## config.mk

```make
export PLATFORM = sky130hd
export DESIGN_NAME = drs_best_unit
export DESIGN_NICKNAME = d
export VERILOG_FILES = /design/src/hdl/drs_pkg.sv /design/src/hdl/drs_best_unit.sv
export SDC_FILE = /design/constraint.sdc
export NUM_CORES = 1
export LEC_CHECK = 0
export BUFFER_PORTS_ARGS = -buffer_cell sky130_fd_sc_hd__buf_4
export CAP_MARGIN = 40
export CORE_MARGIN = 2
export CORE_UTILIZATION = 50
export DETAILED_ROUTE_END_ITERATION = 8
export PLACE_DENSITY = 0.78
export SYNTH_ARGS = -nofsm -noshare
export SYNTH_HDL_FRONTEND = slang
export SYNTH_SLANG_ARGS = --single-unit
```

## constraint.sdc

```tcl
create_clock -name clk_i -period 8.3 [get_ports clk_i]
set_input_delay 1.66 -clock clk_i [delete_from_list [all_inputs] [get_ports clk_i]]
set_output_delay 1.66 -clock clk_i [all_outputs]
set_load 0.1 [all_outputs]
```

## src/hdl/drs_pkg.sv

```systemverilog
// ---------------------------------------------------------------------------
// drs_pkg: shared types and constants of the disk request scheduler.
// Holds the queue geometry, the policy and status codes and the sequencer
// states that the scheduler modules have in common.
// ---------------------------------------------------------------------------
package drs_pkg;

  localparam int QueueDepth = 64;
  localparam int TrackBits  = 16;
  localparam int TagBits    = 16;
  localparam int IdxBits    = $clog2(QueueDepth);
  localparam int CntBits    = $clog2(QueueDepth + 1);

  localparam logic [2:0] ModeFifo  = 3'd0;
  localparam logic [2:0] ModeSstf  = 3'd1;
  localparam logic [2:0] ModeLook  = 3'd2;
  localparam logic [2:0] ModeClook = 3'd3;
  localparam logic [2:0] ModeFlook = 3'd4;

  localparam logic [1:0] StatusOk    = 2'd0;
  localparam logic [1:0] StatusEmpty = 2'd1;
  localparam logic [1:0] StatusFull  = 2'd2;

  localparam logic OpAdd  = 1'b0;
  localparam logic OpPick = 1'b1;

  typedef enum logic [2:0] {
    StIdle,
    StCopy,
    StScan,
    StShift,
    StDone
  } state_e;

endpackage

```

## src/hdl/drs_best_unit.sv

```systemverilog
// ---------------------------------------------------------------------------
// drs_best_unit: shared compare unit of the scheduler.
// Takes one queued track a cycle while step_i is high and keeps the running
// best candidates for SSTF, LOOK, F-LOOK and C-LOOK, so that a pick needs a single pass over the queue.
// ---------------------------------------------------------------------------
module drs_best_unit (
  input  logic                           clk_i,
  input  logic                           rst_ni,
  input  logic                           clear_i,
  input  logic                           step_i,
  input  logic [drs_pkg::IdxBits-1:0]    idx_i,
  input  logic [drs_pkg::TrackBits-1:0]  track_i,
  input  logic signed [drs_pkg::TrackBits:0] head_i,
  input  logic                           sweep_up_i,
  input  logic [2:0]                     mode_i,
  output logic [drs_pkg::IdxBits-1:0]    pick_idx_o,
  output logic                           flip_o
);

  localparam int DW = drs_pkg::TrackBits + 2;

  logic signed [DW-1:0] t_s, h_s, diff;
  logic [DW-1:0] abs_diff;
  logic has_up_q, has_dn_q, has_a_q, has_w_q, has_s_q;
  logic has_up_d, has_dn_d, has_a_d, has_w_d, has_s_d;
  logic [drs_pkg::TrackBits-1:0] up_t_q, dn_t_q, a_t_q, w_t_q;
  logic [drs_pkg::TrackBits-1:0] up_t_d, dn_t_d, a_t_d, w_t_d;
  logic [DW-1:0] s_d_q, s_d_d;
  logic [drs_pkg::IdxBits-1:0] up_i_q, dn_i_q, a_i_q, w_i_q, s_i_q;
  logic [drs_pkg::IdxBits-1:0] up_i_d, dn_i_d, a_i_d, w_i_d, s_i_d;
  logic gt, lt;

  // Signed distance between the entry and the head.
  always_comb begin
    t_s      = $signed({2'b00, track_i});
    h_s      = DW'(head_i);
    diff     = t_s - h_s;
    abs_diff = diff[DW-1] ? DW'(-diff) : DW'(diff);
    gt       = t_s > h_s;
    lt       = t_s < h_s;
  end

  // Candidate update for one entry.
  always_comb begin
    has_up_d = has_up_q; up_t_d = up_t_q; up_i_d = up_i_q;
    has_dn_d = has_dn_q; dn_t_d = dn_t_q; dn_i_d = dn_i_q;
    has_a_d  = has_a_q;  a_t_d  = a_t_q;  a_i_d  = a_i_q;
    has_w_d  = has_w_q;  w_t_d  = w_t_q;  w_i_d  = w_i_q;
    has_s_d  = has_s_q;  s_d_d  = s_d_q;  s_i_d  = s_i_q;
    if (step_i) begin
      if (!has_s_q || abs_diff < s_d_q) begin
        has_s_d = 1'b1; s_d_d = abs_diff; s_i_d = idx_i;
      end
      if (gt) begin
        if (!has_up_q || track_i < up_t_q) begin
          has_up_d = 1'b1; up_t_d = track_i; up_i_d = idx_i;
        end
      end else if (lt) begin
        if (!has_dn_q || track_i > dn_t_q) begin
          has_dn_d = 1'b1; dn_t_d = track_i; dn_i_d = idx_i;
        end
      end else if (sweep_up_i) begin
        has_up_d = 1'b1; up_t_d = track_i; up_i_d = idx_i;
      end else begin
        has_dn_d = 1'b1; dn_t_d = track_i; dn_i_d = idx_i;
      end
      if (!lt) begin
        if (!has_a_q || track_i < a_t_q) begin
          has_a_d = 1'b1; a_t_d = track_i; a_i_d = idx_i;
        end
      end else begin
        if (!has_w_q || track_i < w_t_q) begin
          has_w_d = 1'b1; w_t_d = track_i; w_i_d = idx_i;
        end
      end
    end
  end

  // Candidate registers; valid flags cleared at the start of each pick.
  always_ff @(posedge clk_i or negedge rst_ni) begin
    if (!rst_ni) begin
      has_up_q <= 1'b0; has_dn_q <= 1'b0; has_a_q <= 1'b0;
      has_w_q  <= 1'b0; has_s_q  <= 1'b0;
    end else if (clear_i) begin
      has_up_q <= 1'b0; has_dn_q <= 1'b0; has_a_q <= 1'b0;
      has_w_q  <= 1'b0; has_s_q  <= 1'b0;
    end else begin
      has_up_q <= has_up_d; has_dn_q <= has_dn_d; has_a_q <= has_a_d;
      has_w_q  <= has_w_d;  has_s_q  <= has_s_d;
    end
  end

  always_ff @(posedge clk_i) begin
    up_t_q <= up_t_d; up_i_q <= up_i_d;
    dn_t_q <= dn_t_d; dn_i_q <= dn_i_d;
    a_t_q  <= a_t_d;  a_i_q  <= a_i_d;
    w_t_q  <= w_t_d;  w_i_q  <= w_i_d;
    s_d_q  <= s_d_d;  s_i_q  <= s_i_d;
  end

  // Final choice per policy; missing candidates fall back to entry zero.
  always_comb begin
    flip_o     = 1'b0;
    pick_idx_o = '0;
    unique case (mode_i)
      drs_pkg::ModeSstf:  pick_idx_o = s_i_q;
      drs_pkg::ModeLook, drs_pkg::ModeFlook: begin
        if (sweep_up_i) begin
          if (has_up_q) pick_idx_o = up_i_q;
          else begin
            flip_o = 1'b1;
            pick_idx_o = has_dn_q ? dn_i_q : '0;
          end
        end else begin
          if (has_dn_q) pick_idx_o = dn_i_q;
          else begin
            flip_o = 1'b1;
            pick_idx_o = has_up_q ? up_i_q : '0;
          end
        end
      end
      drs_pkg::ModeClook: pick_idx_o = has_a_q ? a_i_q : (has_w_q ? w_i_q : '0);
      default:            pick_idx_o = '0;
    endcase
  end

endmodule

```

==> reports/results.txt, run 1 <==
GP Congestion = 0.9603
YS warnings = 0
Synth Register Bits = 117
most frequent cells after synthesis = edfxtp_1 (112), inv_1 (103), ha_1 (95)
Hold Path End = has_s_q
r2r setup slk = 5.24 ns
Sw Pwr = 0.5280 mW
mux cell area share after synthesis = 0.2746%
met3 usage = 4.210%
Final TNS setup = 0 ns
# Post-CTS Setup Buffers = 0
Power Dens Cells = 211.5 nW/um^2
Gate power share = 23.8%
met2 Track Usage GR = 35.23%
Reg-to-Reg End = s_i_q[0]
Reg power frac = 41.3%
Reg clk slew, reported paths = 0.05 ns
setup ws final = 1.657 ns
Mean Syn Cell Area = 11.06 um^2
final count of hold timing violations = 0
Post-CTS Hold Fix Bufs = 0
die area = 15560 um^2
CTS tree = yes
reg-to-reg startpoint = s_d_q[15]
chip width = 124.8 um
insertion delay to the later sink of the worst-skew pair = 0.42 ns
diode count = 0
largest family of logic cells by synthesized area = adder cells
crit-path max FO = 16
switching share of power = 29.58%
fin crit share = 80.04%
Hold Path Class = reg2reg
DRT Wirelength = 16040 um
via count = 5290
Num CTS Buffers = 17
fin crit period = 6.643 ns
Final setup viols = 0
Synth cell types = 66
root buffer cell = clkbuf_16
TritonCTS Sinks = 117
Synth Area in XOR/XNOR = 3.364%
Reg2Reg Depth = 10
met1 Track Usage GR = 27.43%
vias in the first global route = 5367
dpl hpwl = 11770 um
Vias per Instance = 5.725
cell row count = 44
CTS Buffer Depth = 2
Post-synth EDFFs = 112
Rel. slew slack = 44.28%
FMAX = 0.1505 GHz
Initial Utilization = 50.74%
post-synthesis compound-gate area fraction = 15.63%
Critical Path End Type = register
1st-iter DRT viols = 431
most crowded layer after global routing = met2
1st-pass router iterations = 5
Filler Cells Inserted = 1171
core area = 14370 um^2
Layout Skew = 0.006864 ns
# nets final = 870
Post-Syn Area = 7291 um^2
Post-CTS Resized = 0
most common cell in the netlist = edfxtp_1
io pins = 54
Antenna Nets Post-Route = 0
WS Path Type = in2reg
fraction of layout cells with a size suffix above 1 = 14.19%
largest net degree at the start of global routing = 23
synth top area cells = edfxtp_1 (46%), ha_1 (16%), inv_1 (5.3%)
VDD IR max = 0.1339 mV
CP startpoint kind = primary input
Multi-input gate area = 3391 um^2
global route overflow = 0
initial antenna violation count = 0
Critical Path RT = 8.40 ns
register area = 3488 um^2
status = complete, no violations
GRT Resource Usage Total = 21.23%
DRC = 0
Mapped Cells = 659
Die Height = 124.8 um
IO Port Bufs = 53
Synth top area share = 46.13%
Max Cap Viol = 0
Most used DFF post-synth = edfxtp_1
first-pass GRT wire length = 26370 um
unrepaired setup endpoints after global routing = false
fin. max-slew vios = 0
Leakage = 3.796 nW
CTS H-tree lvls = 4
drt wl/cell = 17.35 um
WP data arrival = 6.74 ns
Worst Hold Launch = has_s_q
clock power share = 35.0%
Async SR Flop Fraction = 4.274%
Simple-Gate Fraction of Synth Area = 10.11%
worst-margin pin slew = 0.8287 ns
Synth Area in Adders = 16.58%
Synth area leader = edfxtp_1
Hold Path Stages = 2
Int Pwr = 1.257 mW
dpl ws = 1.358 ns
Layout area overhead = 15.79%
post-synthesis sequential area ratio = 47.85%
Power Total = 1.785 mW
[final cells by class]
type | count | area share [%]
Tap cell | 184 | 2.727
Timing Repair Buffer | 58 | 5.247
Multi-Input combinational cell | 430 | 40.17
Inverter | 103 | 4.580
Clock buffer | 21 | 5.217
Sequential cell | 117 | 41.32
Clock inverter | 11 | 0.7411
[cell families after synthesis]
logic type	after synthesis
and+or+nand+nor	136
adders and majority gates	96
DFF	117
other	1
buffers and inverters	113
xor gates and xnor gates	28
AOI/OAI and AO/OA	166
muxes	2
[critical path: stages]
cell       delay (ns)
buf_4            0.11
inv_1            0.06
ha_1             0.26
fa_1             0.41
nand2b_1         0.22
a21oi_1          0.24
xor2_1           0.20
a2111oi_2        0.46
nand4_1          0.21
nor3_2           0.25
a21oi_1          0.11
xnor2_1          0.20
ha_1             0.29
a21o_1           0.17
a21oi_1          0.15
nor2b_1          0.06
a2111oi_0        0.36
o21ai_0          0.15
a22o_1           0.26
a31oi_2          0.52
buf_4            0.38
[flip-flops by register name, indices dropped and copies added, names as in the netlist]
name,flops
has_s_q,1
a_i_q,6
s_d_q,18
has_w_q,1
w_i_q,6
w_t_q,16
has_a_q,1
s_i_q,6
has_dn_q,1
up_t_q,16
up_i_q,6
dn_i_q,6
a_t_q,16
has_up_q,1
dn_t_q,16
[power groups by stage]
stage / logic [mW] / clock network, mW / registers [mW]
final: 0.424 / 0.624 / 0.737
after global routing: 0.469 / 0.655 / 0.741
after CTS: 0.424 / 0.632 / 0.737
after detailed placement: 0.415 / 0 / 0.748
after global placement: 0.393 / 0 / 0.746
after floorplan: 0.294 / 0 / 0.743
[cells in the final DEF, fill, tap and decap left out, types with 3 or more instances in the layout]
cell type,n
nor3_1,7
nor4_1,3
nor2_1,42
nand2_1,21
xor2_1,12
a211o_1,3
and3_1,5
clkbuf_16,17
xnor2_1,16
nand4_1,13
o22ai_1,6
edfxtp_1,112
buf_4,57
dfrtp_1,5
a21o_1,31
nand3_1,7
a221oi_1,5
ha_1,95
a21oi_2,3
clkbuf_1,4
inv_1,103
a21oi_1,46
o21a_1,4
a22oi_1,13
nand2b_1,11
nor2b_1,9
clkinv_2,3
o21ai_0,24
clkinv_1,4
o211ai_1,3
[per-stage QoR]
stage / cells / area [um^2] / util, % / hold WS [ns]
floorplan: 660 / 7295 / - / 0.4517
global placement: 891 / 7924 / 55.15 / 0.4758
detailed placement: 892 / 7939 / 55.25 / 0.4850
CTS: 924 / 8442 / 58.75 / 0.4971
global route: 924 / 8442 / 58.75 / 0.5599
finish: 924 / 8442 / 58.75 / 0.5058
[worst max-delay path by stage]
stage	slack, ns	start	cells after the start	to
after global routing	1.22	track_i[0]	21	s_d_q[12]
after detailed placement	1.36	track_i[0]	21	s_i_q[0]
final	1.66	track_i[0]	21	s_i_q[0]
after CTS	1.74	track_i[0]	21	s_d_q[9]
after global placement	1.55	track_i[0]	21	s_i_q[2]
after floorplan	1.42	track_i[0]	19	s_d_q[0]
[metal layers]
| metal | vias up | part of all wire [%] |
|---|---|---|
| met3 | 38 | 6.2 |
| li1 | 2533 | - |
| met1 | 2539 | 43 |
| met4 | 0 | 2.5 |
| met2 | 180 | 48 |
| met5 | - | 0 |
Power figures use the tool's default switching activity.
==> run 2, diff against run 1 <==
Clock period 8.3 ns to 6.6 ns, I/O delays scaled along.
==> reports/results.txt, run 2 (synthesized netlist as in run 1, its figures left out) <==
WS Path Type = in2reg
CTS tree = yes
1st-pass router iterations = 5
TritonCTS Sinks = 117
Post-CTS Resized = 0
Initial Utilization = 50.74%
fin crit share = 88.02%
dpl hpwl = 11860 um
chip width = 124.8 um
Critical Path End Type = register
GRT Resource Usage Total = 21.89%
Leakage = 3.868 nW
fraction of layout cells with a size suffix above 1 = 14.84%
unrepaired setup endpoints after global routing = false
Num CTS Buffers = 17
Fin Hold WS = 0.4954 ns
largest net degree at the start of global routing = 23
global route overflow = 0
status = complete, no violations
first-pass GRT wire length = 26910 um
diode count = 0
DRC = 0
CTS Buffer Depth = 2
Layout area overhead = 17.66%
Largest register FFs = 18
core area = 14370 um^2
Hold Path Class = reg2reg
FMAX = 0.1721 GHz
IO Port Bufs = 53
final count of hold timing violations = 0
commonest non-fill, non-tap cells in the layout = edfxtp_1 (112), inv_1 (103), ha_1 (95), buf_4 (58), a21oi_1 (46)
Largest Register = s_d_q
fin. max-slew vios = 0
insertion delay to the later sink of the worst-skew pair = 0.42 ns
Hold Path Stages = 2
Reg clk slew, reported paths = 0.05 ns
io pins = 54
Die Height = 124.8 um
most common cell after layout, fill and taps aside = edfxtp_1
via count = 5237
vias in the first global route = 5384
initial antenna violation count = 0
1st-iter DRT viols = 409
Max Cap Viol = 0
cell row count = 44
Post-CTS Hold Fix Bufs = 0
die area = 15560 um^2
GP Congestion = 0.9378
DRT Wirelength = 16340 um
Final TNS setup = 0 ns
VDD IR max = 0.2001 mV
# nets final = 871
Power Dens Cells = 286.6 nW/um^2
Final setup viols = 0
Layout Skew = 0.009393 ns
CP startpoint kind = primary input
worst-margin pin slew = 0.8744 ns
Critical Path RT = 6.70 ns
CTS H-tree lvls = 4
drt wl/cell = 17.67 um
crit-path max FO = 16
# Post-CTS Setup Buffers = 0
WP data arrival = 5.91 ns
root buffer cell = clkbuf_16
fin crit period = 5.809 ns
Antenna Nets Post-Route = 0
Reg2Reg Depth = 11
Vias per Instance = 5.662
Rel. slew slack = 41.21%
==> run 2: cell types whose count changed in the layout (fill, tap and decap cells not counted) <==
cell        change
clkinvlp_4      -1
bufinv_16       +5
clkbuf_8        +1
clkinv_1        -4
buf_4           +1
clkinv_4        -2
clkinv_2        +1
==> run 2: critical path: stages <==
cell	delay, ns
buf_4	0.12
inv_1	0.06
ha_1	0.26
fa_1	0.42
nand2b_1	0.22
a21oi_1	0.24
xor2_1	0.19
a2111oi_2	0.43
nand4_1	0.22
nor3_2	0.26
a21oi_1	0.11
xnor2_1	0.20
ha_1	0.28
a21o_1	0.16
a21oi_1	0.15
nor2b_1	0.06
a2111oi_0	0.37
o21ai_0	0.15
a22o_1	0.26
a31oi_2	0.16
buf_4	0.28
==> run 2: metrics by stage <==
step	cell area (um^2)	power [mW]	worst slack, ns	cells	util, %
final	8578	2.459	0.7910	925	59.70
after global routing	8578	2.561	0.3684	925	59.70
after global placement	7931	1.434	0.5551	892	55.20
after CTS	8578	2.463	0.8356	925	59.70
after floorplan	7295	1.305	0.06146	660	-
after detailed placement	7946	1.462	0.4178	893	55.30
==> run 2: cell type report <==
cell class | instances | area [um^2]
Tap cell | 184 | 230.2
Timing Repair Buffer | 59 | 450.4
Fill cell | 1134 | 5791
Clock inverter | 10 | 177.7
Multi-Input combinational cell | 430 | 3391
Sequential cell | 117 | 3488
Clock buffer | 22 | 454.2
Inverter | 103 | 386.6
==> run 2: per-layer routing <==
layer / part of all wire [%] / up-vias / GRT usage (%)
li1: - / 2533 / -
met1: 44 / 2530 / 28.36
met2: 50 / 152 / 36.68
met3: 5.2 / 22 / 5.026
met4: 1.3 / 0 / 6.675
met5: 0 / - / 0
==> run 2: path summary, 6_finish.rpt <==
check	startpoint	endpoint	slack [ns]
setup reg to reg	dn_t_q[1]	dn_t_q[5]	3.58
hold reg to reg	has_s_q	has_s_q	0.50
min in group asynchronous	rst_ni	has_up_q	0.69
hold / removal	has_s_q	has_s_q	0.50
setup / recovery	track_i[0]	s_d_q[16]	0.79
max in group asynchronous	rst_ni	has_s_q	5.79
==> run 2: where the power goes <==
group,switching (mW),total (mW),leakage [nW],internal (mW)
sequential,0.0207,0.926,1.12,0.905
clock,0.325,1.00,0.308,0.676
combinational,0.326,0.532,2.44,0.206
total,0.672,2.46,3.87,1.79
==> run 3, diff against run 2 <==
Settings changed: ABC_AREA set to 1.
==> reports/results.txt, run 3 <==
status = complete, no violations
Post-Syn Area = 7610 um^2
most frequent cells after synthesis = nand2_1 (211), inv_1 (170), edfxtp_1 (112)
Leakage = 4.411 nW
mux cell area share after synthesis = 0%
Critical Path End Type = register
first-pass GRT wire length = 27600 um
1st-iter DRT viols = 435
1st-pass router iterations = 5
final count of hold timing violations = 0
final core occ = 59.38%
WP data arrival = 5.18 ns
CTS Buffer Depth = 2
Synth top area share = 44.20%
Critical Path RT = 6.70 ns
Max Cap Viol = 0
switching share of power = 28.25%
initial antenna violation count = 0
# Post-CTS Setup Buffers = 0
io pins = 54
FMAX = 0.1968 GHz
Final setup viols = 0
CP startpoint kind = primary input
Hold Path Class = reg2reg
Reg2Reg Depth = 10
insertion delay to the later sink of the worst-skew pair = 0.42 ns
Rel. slew slack = 57.53%
core area = 15030 um^2
Post-CTS Resized = 0
Gate power share = 21.2%
die area = 16220 um^2
YS warnings = 0
Synth Area in XOR/XNOR = 1.381%
drt wl/cell = 14.77 um
Vias per Instance = 5.230
CTS tree = yes
Antenna Nets Post-Route = 0
setup ws final = 1.519 ns
Initial Utilization = 50.62%
CTS H-tree lvls = 4
Final TNS setup = 0 ns
Reg clk slew, reported paths = 0.05 ns
Power Dens Cells = 270.6 nW/um^2
Die Height = 127.4 um
Critical Path Stages = 24
IO Port Bufs = 53
commonest non-fill, non-tap cells in the layout = nand2_1 (211), inv_1 (170), edfxtp_1 (112), ha_1 (95), nand3_1 (64)
dpl ws = 1.155 ns
Synth Area in Adders = 15.88%
Reg power frac = 37.8%
Synth cell types = 36
Largest register FFs = 18
Simple-Gate Fraction of Synth Area = 21.05%
global route overflow = 0
Most used DFF post-synth = edfxtp_1
Async SR Flop Fraction = 4.274%
Hold Path Stages = 2
clock power share = 41.0%
TritonCTS Sinks = 117
WP buf/inv = 4
crit-path max FO = 15
delay-heaviest family, CP = simple AND/OR/NAND/NOR gates
DRC = 0
slowest cell on the critical path = a21oi_2
Synth area leader = edfxtp_1
fin. max-slew vios = 0
fin crit share = 76.98%
fin crit period = 5.081 ns
most common cell in the netlist = nand2_1
CP Cell Sequence = buf_4 -> inv_1 -> ha_1 -> fa_1 -> inv_1 -> nand3_1 -> nand2_1 -> nand3_1 -> nand3_1 -> nand2_1 -> nand2_1 -> nand2_1 -> nor2_1 -> nand3_1 -> nand2_1 -> nand2_1 -> a21oi_1 -> ha_1 -> a21oi_1 -> o21ai_0 -> a21oi_1 -> nand3_1 -> a21oi_2 -> buf_4
worst-margin pin slew = 0.6322 ns
chip width = 127.4 um
root buffer cell = clkbuf_16
fraction of layout cells with a size suffix above 1 = 12.29%
GRT Resource Usage Total = 21.85%
most common cell after layout, fill and taps aside = nand2_1
crit-path most repeated cell = nand2_1
Layout area overhead = 17.30%
DRT Wirelength = 16830 um
Post-CTS Hold Fix Bufs = 0
post-synthesis compound-gate area fraction = 6.725%
Num CTS Buffers = 17
Layout Skew = 0.008289 ns
Largest Register = s_d_q
Mapped Cells = 867
slowest cell delay on critical path = 0.48 ns
largest family of logic cells by synthesized area = simple AND/OR/NAND/NOR gates
GP Congestion = 0.8988
Post-synth EDFFs = 112
Synth Register Bits = 117
# nets final = 1082
Sw Pwr = 0.6825 mW
vias in the first global route = 5821
cell row count = 45
Filler Cells Inserted = 1273
diode count = 0
Int Pwr = 1.733 mW
VDD IR max = 0.1828 mV
largest net degree at the start of global routing = 23
Mean Syn Cell Area = 8.777 um^2
dpl hpwl = 12500 um
via count = 5962
synth top area cells = edfxtp_1 (44%), ha_1 (16%), nand2_1 (10%)
WS Path Type = in2reg
unrepaired setup endpoints after global routing = false
post-synthesis sequential area ratio = 45.84%
-- run 3: cell types whose count changed in the layout (fill, tap and decap cells not counted), sizes merged, moves of 13 or more --
cell | previous run | this run
nand2 | 21 | 217
inv | 103 | 177
nand3 | 8 | 70
a21o | 31 | 2
a21oi | 50 | 65
a22oi | 13 | 0
-- run 3: through the flow --
stage | hold WS, ns | power (mW) | std cells | cell area, um^2
detailed placement | 0.5759 | 1.431 | 1108 | 8289
global placement | 0.5512 | 1.407 | 1107 | 8262
global route | 0.5944 | 2.538 | 1140 | 8926
floorplan | 0.4598 | 1.278 | 868 | 7614
CTS | 0.5814 | 2.429 | 1140 | 8926
finish | 0.5819 | 2.416 | 1140 | 8926
-- run 3: power by group through the flow --
stage / Clock (mW) / Combinational (mW) / Sequential [mW]
final: 0.991 / 0.513 / 0.913
after global routing: 1.03 / 0.585 / 0.918
after CTS: 1.00 / 0.513 / 0.912
after global placement: 0 / 0.483 / 0.924
after floorplan: 0 / 0.362 / 0.916
after detailed placement: 0 / 0.504 / 0.927
-- run 3: tightest hold or removal path, stage by stage (launching register included) --
cell and delay [ns]:
dfrtp_1 0.40, nor2_1 0.05, nor2_1 0.08
-- run 3: kinds of logic after synthesis --
group | after synthesis
simple gates | 362
other cells | 1
fa+ha+maj | 96
flops | 117
compound gates | 97
xor+xnor | 12
buf+inv | 182
-- run 3: path summary, 6_finish.rpt --
check	from	end	slack, ns
worst max-delay path	track_i[0]	s_i_q[5]	1.52
worst min-delay path	has_s_q	has_s_q	0.58
worst max register to register	a_t_q[1]	a_t_q[8]	3.92
worst min register to register	has_s_q	has_s_q	0.58
max in group asynchronous	rst_ni	has_dn_q	5.78
min in group asynchronous	rst_ni	has_a_q	0.70
-- run 3: per-layer routing --
layer  part of all wire [%]  vias up  global-route usage [%]  wire (um)
li1                       -     3010                       -          -
met3                    5.0       24                   4.271        842
met2                     47      177                   36.17       7884
met1                     46     2751                   28.55       7769
met4                    2.0        0                   8.339        337
met5                      0        -                       0          0
-- run 3: final cells by class --
type	count	area (um^2)	share of cell area, %
inverters	176	660.6	7.401
clock buffers	18	429.2	4.808
well taps	188	235.2	2.635
flip-flops and latches	117	3488	39.08
multi-input cells	569	3450	38.65
clock inverters	14	207.7	2.327
repair buffers	58	455.4	5.102
